===== src/stid_pkg.sv =====
// ----------------------------------------------------------------------------
// stid_pkg: shared types for the sorted table
// Operation, status and cell command codes, and the control state encoding.
// ----------------------------------------------------------------------------
package stid_pkg;

  localparam int unsigned OP_W     = 2;
  localparam int unsigned STATUS_W = 2;
  localparam int unsigned COUNT_W  = 6;

  typedef enum logic [OP_W-1:0] {
    OP_INSERT = 2'd0,
    OP_DELETE = 2'd1,
    OP_DUMP   = 2'd2,
    OP_NOP    = 2'd3
  } op_e;

  typedef enum logic [STATUS_W-1:0] {
    ST_OK        = 2'd0,
    ST_FULL      = 2'd1,
    ST_NOT_FOUND = 2'd2,
    ST_EMPTY     = 2'd3
  } status_e;

  typedef enum logic [1:0] {
    CELL_HOLD   = 2'd0,
    CELL_INSERT = 2'd1,
    CELL_DELETE = 2'd2,
    CELL_ROTATE = 2'd3
  } cell_op_e;

  typedef enum logic {
    S_IDLE = 1'b0,
    S_EXEC = 1'b1
  } state_e;

endpackage


===== src/stid_cell.sv =====
// ----------------------------------------------------------------------------
// stid_cell: one slot of the sorted table
// Holds one entry, compares it with the operand and takes its next value
// from itself, the operand, a neighbor or the head cell depending on the broadcast command.
// ----------------------------------------------------------------------------
module stid_cell #(
  parameter int unsigned VALUE_WIDTH = 32,
  parameter int unsigned CNT_W       = 6,
  parameter int unsigned INDEX       = 0
) (
  input  logic                          clk_i,
  input  stid_pkg::cell_op_e            cmd_i,
  input  logic [CNT_W-1:0]              count_i,
  input  logic signed [VALUE_WIDTH-1:0] value_i,
  input  logic signed [VALUE_WIDTH-1:0] head_i,
  input  logic signed [VALUE_WIDTH-1:0] left_i,
  input  logic                          left_ge_i,
  input  logic signed [VALUE_WIDTH-1:0] right_i,
  output logic signed [VALUE_WIDTH-1:0] entry_o,
  output logic                          ge_o,
  output logic                          eq_o
);
  import stid_pkg::*;

  localparam logic [CNT_W-1:0] Idx     = CNT_W'(INDEX);
  localparam logic [CNT_W-1:0] IdxNext = CNT_W'(INDEX + 1);

  logic signed [VALUE_WIDTH-1:0] entry_q, entry_d;
  logic                          occ, tail;

  assign occ  = Idx < count_i;
  assign tail = count_i == IdxNext;
  assign ge_o = occ && (entry_q >= value_i);
  assign eq_o = occ && (entry_q == value_i);
  assign entry_o = entry_q;

  always_comb begin
    entry_d = entry_q;
    unique case (cmd_i)
      CELL_INSERT: begin
        // entries at or above the insert point move up by one
        if (left_ge_i) begin
          entry_d = left_i;
        end else if (ge_o || !occ) begin
          entry_d = value_i;
        end
      end
      CELL_DELETE: begin
        if (ge_o) begin
          entry_d = right_i;
        end
      end
      CELL_ROTATE: begin
        entry_d = tail ? head_i : right_i;
      end
      default: begin
        entry_d = entry_q;
      end
    endcase
  end

  always_ff @(posedge clk_i) begin
    entry_q <= entry_d;
  end

endmodule


===== config.mk =====
export PLATFORM = sky130hd
export DESIGN_NAME = stid_cell
export DESIGN_NICKNAME = d
export VERILOG_FILES = /design/src/stid_pkg.sv /design/src/stid_cell.sv
export SDC_FILE = /design/constraint.sdc
export NUM_CORES = 1
export LEC_CHECK = 0
export BUFFER_PORTS_ARGS = -buffer_cell sky130_fd_sc_hd__buf_2
export CAP_MARGIN = 20
export CORE_ASPECT_RATIO = 1.5
export CORE_MARGIN = 5
export CORE_UTILIZATION = 47
export DETAILED_ROUTE_END_ITERATION = 16
export PLACE_DENSITY = 0.87
export SYNTH_ARGS = -nofsm -noshare
export SYNTH_HDL_FRONTEND = slang
export SYNTH_SLANG_ARGS = --single-unit

===== constraint.sdc =====
create_clock -name clk_i -period 7.56 [get_ports clk_i]
set_input_delay 1.89 -clock clk_i [delete_from_list [all_inputs] [get_ports clk_i]]
set_output_delay 1.89 -clock clk_i [all_outputs]
set_load 0.005 [all_outputs]

* Word level (Yosys, flattened, before mapping)
Index checks and enable logic that the tools add are counted. Widths: inputs -> output; s select.
Storage, ports and cells: bits of input ports 138, output and inout bits 34, logic and storage cells 21, bits in registers 32
Cells by class: $lt $le $gt $ge 2, muxes and demuxes 5, equal/unequal tests 7, reduce and logical (&&, ||, !) cells 6
Operators with widths (count):
- $mux 32 | 4
- $pmux 32 s3 | 1
- $eq 32x32->1 | 1
- $ge 32x32->1 | 1
- $eq 6x1->1 const B | 1
- $lt 1x6->1 const A | 1
- $eq 2x2->1 const B | 2
- $ne 3x3->1 const B | 1
- $reduce_and 3->1 | 1
- $reduce_bool 3->1 | 1
- $eq 2x1->1 const B | 1
- $logic_and 1x1->1 | 2
- $ne 2x2->1 const B | 1
- $logic_not 1->1 | 1
- $logic_or 1x1->1 | 1

* Longest topological paths before layout
Gate-level depths: netlist of run 1.
depth after elaboration 6, mapped depth 9, gate-level depth less buffers 9

* Worst setup path before layout of run 1
Ideal clock, no wire load.
path type input to output, from input value_i[14], to output ge_o, path buffers 0, stages on the path 8, path slack 2.078 ns, arrival 3.592 ns, data required time 5.670 ns, cell sequence inv_1 > ha_1 > a21oi_2 > nand2_1 > a221o_1 > o31a_1 > or3_1 > a31oi_1
On the way: cells in the longest elaborated chain, start to end 2
RTL lines:
- from (decl) | line stid_cell.sv:14 | input logic signed [VALUE_WIDTH-1:0] value_i,
- $ge 32x32->1 | line stid_cell.sv:33 | assign ge_o = occ && (entry_q >= value_i);
- $logic_and 1x1->1 | line stid_cell.sv:33
- to (decl) | line stid_cell.sv:20 | output logic ge_o,
No other way between the ends.

* Worst setup path after layout of run 1
Same ends and word-level chain as after synthesis.

==> flow_metrics.py, run 1 <==
metrics = {
    "run_status": {
        "status": "complete, no violations",
    },
    "pwr": {
        "power_frac_comb_pct": 35.2,
        "intPower_mw": 0.388,
        "p_per_area_nw_per_um2": 153,
        "irDropWorstVdd_mv": 0.129,
        "pwr-share-clk_pct": 21.5,
        "seqPwrFrac_pct": 43.3,
        "power_switching_mw": 0.188,
        "swShare_pct": 32.7,
        "p_leak_nw": 1.77,
        "power_mw": 0.576,
    },
    "finish": {
        "area_growth_pct": 36.3,
        "nets": 636,
        "largest_reg_flops": 32,
        "fill_cells": 510,
        "drive_gt1_share_pct": 39.3,
        "antenna_cells": 0,
    },
    "setup_path": {
        "path_cells": "buf_2 -> inv_1 -> ha_1 -> a21oi_2 -> nand2_1 -> a221o_1 -> o31a_1 -> or3_1 -> a31oi_1 -> buf_2",
        "end_kind": "output port",
        "critPathTopFamily": "compound AO/OA/AOI/OAI gates",
        "reg2regPathDepth": 8,
        "critPathKind": "input port to output port",
        "cp.depth": 10,
        "path_common_cell": "buf_2",
        "slowest_delay_ns": 0.36,
        "worstPathMaxFanout": 3,
        "rrSetupSlack_ns": 4.20,
        "crit_slowest_cell": "a221o_1",
        "crit_required_ns": 5.67,
        "crit_path_start_kind": "input port",
        "critPathArrivalTime_ns": 3.91,
        "crit_buf_inv": 3,
    },
    "sta": {
        "finalWorstSetupSlack_ns": 1.76,
        "tns_ns": 0,
        "skew_ns": 0.0123,
        "max_slew.worst_pin.slew_ns": 0.879,
        "maxSlewViolCount": 0,
        "slew_headroom_pct": 41.2,
        "max_freq_mhz": 172,
        "min_period_ns": 5.80,
        "finalSetupViolations": 0,
        "rsz0062_at_grt": "false",
        "finalHoldViolations": 0,
        "fin_crit_sh_pct": 76.7,
    },
    "clock_tree": {
        "postCtsSetupBuffers": 0,
        "cts_tree": "done",
        "cts_max_level": 2,
        "clock_latency_ns": 0.29,
        "root_buffer": "clkbuf_8",
        "numCtsBuffers": 5,
        "cts_sinks": 32,
        "clkTransAtPathRegs_ns": 0.08,
        "cts_resized": 0,
        "cts_buffer_depth": 2,
        "cts-hold-fix-buffers": 0,
    },
    "synthesis": {
        "netlist_instances": 302,
        "synth_warnings": 0,
        "synth_nets": 472,
        "synth_seq_cells": 32,
        "syn_area_um2": 2760,
        "yosysSeqAreaShare_pct": 34.9,
        "ys_types": 32,
        "avgSynthCellArea_um2": 9.12,
    },
    "flow_run": {
        "drv_cap": 0,
    },
    "routing": {
        "via_count": 2989,
        "dr.pass1.iters": 4,
        "viasPerCell": 5.56,
        "wl_per_cell_um": 16.8,
        "drtIter0Drc": 143,
        "routed_wl_mm": 9.02,
        "drc": 0,
        "ant_nets": 0,
    },
    "placement": {
        "gp_congestion": 0.809,
        "pre_cts_slack_ns": 1.76,
        "numPortBuffers": 171,
        "hpwl_mm": 7.24,
    },
    "worst_hold_path": {
        "hold_path_depth": 4,
        "hp-class": "flip-flop to flip-flop",
    },
    "die": {
        "dieArea_um2": 7520,
        "core-area_um2": 5740,
        "ios": 172,
        "die-width_um": 72.5,
        "die_y_um": 104,
        "rows": 34,
        "initial_core_util_pct": 48.0,
    },
    "global_routing": {
        "grt.total_usage_pct": 23.3,
        "grt_pass1_wl_mm": 14.1,
        "grt_overflow": 0,
        "grt_pass1_vias": 3143,
        "grt_max_degree": 67,
        "grt_antenna_before_repair": 1,
    },
}
==> worst min-delay path, delay by kind of cell (launching register included) <==
| family | cells | cell delay [ns] |
|---|---|---|
| fa+ha+maj | 1 | 0.19 |
| compound gates | 1 | 0.52 |
| simple gates | 2 | 0.22 |
| flops | 1 | 0.34 |
==> metrics by stage <==
step | util, % | instances | hold WS (ns) | cell area, um^2
after floorplan | - | 302 | 1.57 | 2760
after global placement | 63.4 | 529 | 1.51 | 3640
after detailed placement | 63.4 | 529 | 1.56 | 3640
after CTS | 64.7 | 536 | 1.57 | 3720
after global routing | 65.4 | 538 | 1.65 | 3760
final | 65.4 | 538 | 1.55 | 3760
==> per-layer routing <==
metal	up-vias	track usage (%)	wire length, um
met5	-	0	10
li1	1452	-	-
met1	1378	23.0	2990
met3	27	5.62	701
met2	130	43.9	5050
met4	2	10.7	276
==> power by group through the flow <==
stage / clock network, mW / registers [mW] / logic, mW
after floorplan: 0 / 0.253 / 0.102
after global routing: 0.134 / 0.252 / 0.229
after CTS: 0.126 / 0.250 / 0.203
final: 0.124 / 0.250 / 0.203
after detailed placement: 0 / 0.253 / 0.201
after global placement: 0 / 0.252 / 0.192
==> final timing paths <==
kind,to,start
worst max register to register,entry_o[29]$_DFFE_PP_,entry_o[14]$_DFFE_PP_
worst min register to register,entry_o[11]$_DFFE_PP_,entry_o[31]$_DFFE_PP_
worst min-delay path,entry_o[11]$_DFFE_PP_,entry_o[31]$_DFFE_PP_
worst max-delay path,ge_o,value_i[14]
==> logic make-up (layout without fill, tap and decap cells) <==
group	Yosys count	after routing	share of synthesized area (%)
simple gates	66	66	11.2
flops	32	32	34.9
buf+inv	49	213	7.08
mux	32	32	11.6
fa+ha+maj	32	32	14.5
compound gates	91	91	20.7
==> placed cells by master (no fill, tap or decap) <==
cell      count
buf_2       171
a21oi_1      44
nor2_1       35
a211oi_1     33
inv_1        32
mux2i_1      32
ha_1         32
edfxtp_1     32
nand2_1       8
nand4_1       6
clkbuf_8      5
nand3_1       4
o21ai_0       4
nor2b_1       2
nor3_1        2
nor4_1        2
o211ai_1      2
or3_1         2
clkinv_1      2
buf_12        2
or4_1         1
nor3_4        1
and4_1        1
nand4b_1      1
a22oi_1       1
a21oi_2       1
a221o_1       1
a21o_1        1
a21boi_0      1
o31a_1        1
a31oi_1       1
or2_2         1
o221a_2       1
buf_4         1
==> synth_stat cells <==
master / count / area share (%)
clkbuf_1: 10 / 1.4
inv_1: 32 / 4.4
or3_1: 2 / 0.45
o21ai_0: 4 / 0.73
nand3_1: 4 / 0.73
o31a_1: 1 / 0.32
a21oi_2: 1 / 0.32
ha_1: 32 / 15
buf_4: 3 / 0.82
nor2b_1: 2 / 0.45
a221o_1: 1 / 0.36
nor3_1: 2 / 0.36
nor4_1: 2 / 0.45
mux2i_1: 32 / 12
nor3_2: 1 / 0.36
o211ai_1: 2 / 0.54
or2_2: 1 / 0.23
a31oi_1: 1 / 0.23
or4_1: 1 / 0.27
nand4b_1: 1 / 0.32
a21oi_1: 44 / 8.0
a211oi_1: 33 / 9.0
a21boi_0: 1 / 0.27
edfxtp_1: 32 / 35
and4_1: 1 / 0.32
nand2_1: 8 / 1.1
a22oi_1: 1 / 0.27
buf_1: 4 / 0.54
a21o_1: 1 / 0.27
nor2_1: 35 / 4.8
nand4_1: 6 / 1.4
o221a_1: 1 / 0.41
==> final cells by class <==
cell class | instances | area, um^2 | share of cell area (%)
Clock buffer | 5 | 68.8 | 1.83
Clock inverter | 2 | 7.51 | 0.200
Inverter | 32 | 120 | 3.20
Multi-Input combinational cell | 221 | 1610 | 42.7
Sequential cell | 32 | 961 | 25.6
Tap cell | 72 | 90.1 | 2.40
Timing Repair Buffer | 174 | 903 | 24.1
Power figures use the tool's default switching activity.
==> run 2: changes to the inputs <==
ABC_AREA = 1   (was not set)
CORE_UTILIZATION = 45   (was 47)
PLACE_DENSITY = 0.82   (was 0.87)
clock period = 5.7 ns   (was 7.56 ns; I/O delays follow)
==> run 2 against run 1 <==
Compared with the run above: critical path depth is the same; sequential cell count unchanged; sequential power grew 32%; setup slack got worse by 0.43 ns; routed wire length up 9.6%; cell area rose by 6.6%; cell count is 22% higher; power increased by 38%; synthesized area increased by 9.5%; combinational power grew 46%; die area rose by 13%; synthesized cell count up 38%.
==> flow_metrics.py, run 2 <==
metrics = {
    "run_status": {
        "status": "complete, no violations",
    },
    "die": {
        "ios": 172,
        "rows": 36,
        "die_y_um": 110,
        "die-width_um": 76.9,
        "initial_core_util_pct": 46.2,
        "dieArea_um2": 8470,
        "core-area_um2": 6530,
    },
    "setup_path": {
        "crit_required_ns": 4.28,
        "crit_path_start_kind": "input port",
        "critPathArrivalTime_ns": 2.94,
        "reg2regPathDepth": 10,
        "r2r-end": "entry_o[12]$_DFFE_PP_",
        "critPathKind": "input port to output port",
        "end_kind": "output port",
        "reg2reg_from": "entry_o[31]$_DFFE_PP_",
        "rrSetupSlack_ns": 3.23,
        "worstPathMaxFanout": 4,
    },
    "synthesis": {
        "async_reset_ff_share_pct": 0,
        "synth_nets": 587,
        "synth-edff-count": 32,
        "synth_top_cells_by_area": "edfxtp_1 32%, ha_1 13%, o21ai_0 10%",
        "ys_types": 23,
        "synth_top_area_cell": "edfxtp_1",
        "synth_seq_cells": 32,
        "yosysSeqAreaShare_pct": 31.9,
        "yosysTopAreaCellShare_pct": 31.9,
        "synth_ff_type": "edfxtp_1",
        "avgSynthCellArea_um2": 7.23,
        "synth_warnings": 0,
        "synthTopCellsByCount": "73 x nand2_1, 61 x o21ai_0, 48 x nor2_1",
        "yosys.cell_count.top_type": "nand2_1",
        "syn_area_um2": 3020,
        "netlist_instances": 417,
    },
    "clock_tree": {
        "cts_tree": "done",
        "postCtsSetupBuffers": 0,
        "cts_resized": 0,
        "cts-hold-fix-buffers": 0,
        "clock_latency_ns": 0.28,
        "numCtsBuffers": 5,
        "cts_sinks": 32,
        "cts_buffer_depth": 2,
        "root_buffer": "clkbuf_8",
        "clkTransAtPathRegs_ns": 0.07,
        "cts_max_level": 2,
    },
    "finish": {
        "antenna_cells": 0,
        "post-route-cell-area_um2": 4000,
        "final_common_cell": "buf_2",
        "drive_gt1_share_pct": 33.4,
        "area_growth_pct": 32.7,
        "largest_reg_flops": 32,
        "most-common-layout-cells": "171 x buf_2, 73 x nand2_1, 61 x o21ai_0",
        "nets": 747,
        "fill_cells": 629,
    },
    "routing": {
        "routed_wl_mm": 9.89,
        "viasPerCell": 5.37,
        "drtIter0Drc": 279,
        "via_count": 3510,
        "ant_nets": 0,
        "drc": 0,
        "wl_per_cell_um": 15.1,
        "dr.pass1.iters": 4,
    },
    "global_routing": {
        "grt_antenna_before_repair": 0,
        "grt_max_degree": 65,
        "grt.total_usage_pct": 22.2,
        "grt_pass1_wl_mm": 15.4,
        "grt_pass1_vias": 3527,
        "grt_overflow": 0,
    },
    "worst_hold_path": {
        "hold_path_depth": 5,
        "hp-class": "flip-flop to flip-flop",
        "worstHoldStart": "entry_o[31]$_DFFE_PP_",
        "min_to": "entry_o[31]$_DFFE_PP_",
    },
    "sta": {
        "fin_crit_sh_pct": 76.6,
        "max_slew.worst_pin.slew_ns": 0.949,
        "finalHoldViolations": 0,
        "skew_ns": 0.00516,
        "finalSetupViolations": 0,
        "max_freq_mhz": 229,
        "min_period_ns": 4.37,
        "maxSlewViolCount": 0,
        "slew_headroom_pct": 36.8,
        "tns_ns": 0,
        "rsz0062_at_grt": "false",
    },
    "pwr": {
        "p_per_area_nw_per_um2": 199,
        "irDropWorstVdd_mv": 0.122,
        "intPower_mw": 0.528,
        "power_switching_mw": 0.269,
        "p_leak_nw": 2.04,
        "pwr-share-clk_pct": 21.5,
        "swShare_pct": 33.7,
        "power_frac_comb_pct": 37.2,
        "seqPwrFrac_pct": 41.2,
    },
    "placement": {
        "gp_congestion": 0.831,
        "numPortBuffers": 171,
        "hpwl_mm": 7.61,
        "dpl-instance-area_um2": 3900,
    },
    "flow_run": {
        "drv_cap": 0,
    },
}
==> run 2: per-layer routing <==
metal  global-route usage (%)  share of wire (%)  vias to the layer above
met4                     7.88                2.3                        0
met5                        0                  0                        -
li1                         -                  -                     1762
met3                     4.63                7.1                       18
met1                     22.9                 37                     1577
met2                     43.6                 54                      153
==> run 2: per-stage QoR <==
step / hold WS, ns / setup slack [ns] / std cells / power [mW] / utilization [%]
2_1_floorplan: 1.51 / 1.19 / 417 / 0.491 / -
3_3_place_gp: 1.36 / 1.35 / 645 / 0.617 / 59.8
3_5_place_dp: 1.39 / 1.37 / 645 / 0.628 / 59.8
4_1_cts: 1.40 / 1.36 / 653 / 0.799 / 61.0
5_1_grt: 1.26 / 1.21 / 654 / 0.857 / 61.3
6_report: 1.20 / 1.33 / 654 / 0.797 / 61.3
==> run 2: kinds of logic after synthesis <==
logic type / count (synthesis) / synth area share, %
AOI/OAI and AO/OA: 138 / 25.5
adders and majority gates: 32 / 13.3
buffers and inverters: 69 / 9.08
DFF: 32 / 31.9
and+or+nand+nor: 146 / 20.3
==> run 2: layout make-up <==
cell class	count	area (um^2)	share of cell area (%)
Multi-Input combinational cell	316	1800	44.9
Sequential cell	32	961	24.0
Timing Repair Buffer	174	891	22.3
Inverter	48	180	4.50
Tap cell	76	95.1	2.38
Clock buffer	7	76.3	1.91
Clock inverter	1	3.75	0.0938
==> run 2: worst max-delay path, stage by stage <==
cell	delay, ns
buf_2	0.08
inv_1	0.04
ha_1	0.35
a21oi_1	0.16
o21a_1	0.14
nand2_1	0.06
a21oi_1	0.17
nand3_1	0.14
a31oi_1	0.22
buf_2	0.15
==> run 2: how the worst max path moves through the flow <==
stage	startpoint	to	slack (ns)
after floorplan	value_i[31]	entry_o[0]$_DFFE_PP_	1.19
after global placement	value_i[31]	ge_o	1.35
after detailed placement	value_i[31]	ge_o	1.37
after CTS	value_i[31]	ge_o	1.36
after global routing	value_i[31]	ge_o	1.21
final	value_i[31]	ge_o	1.33
==> run 2: power by group through the flow <==
| stage | clock network [mW] | registers (mW) | logic [mW] |
|---|---|---|---|
| after floorplan | 0 | 0.338 | 0.153 |
| after global placement | 0 | 0.333 | 0.285 |
| after detailed placement | 0 | 0.335 | 0.293 |
| after CTS | 0.175 | 0.330 | 0.294 |
| after global routing | 0.185 | 0.333 | 0.339 |
| final | 0.171 | 0.329 | 0.297 |
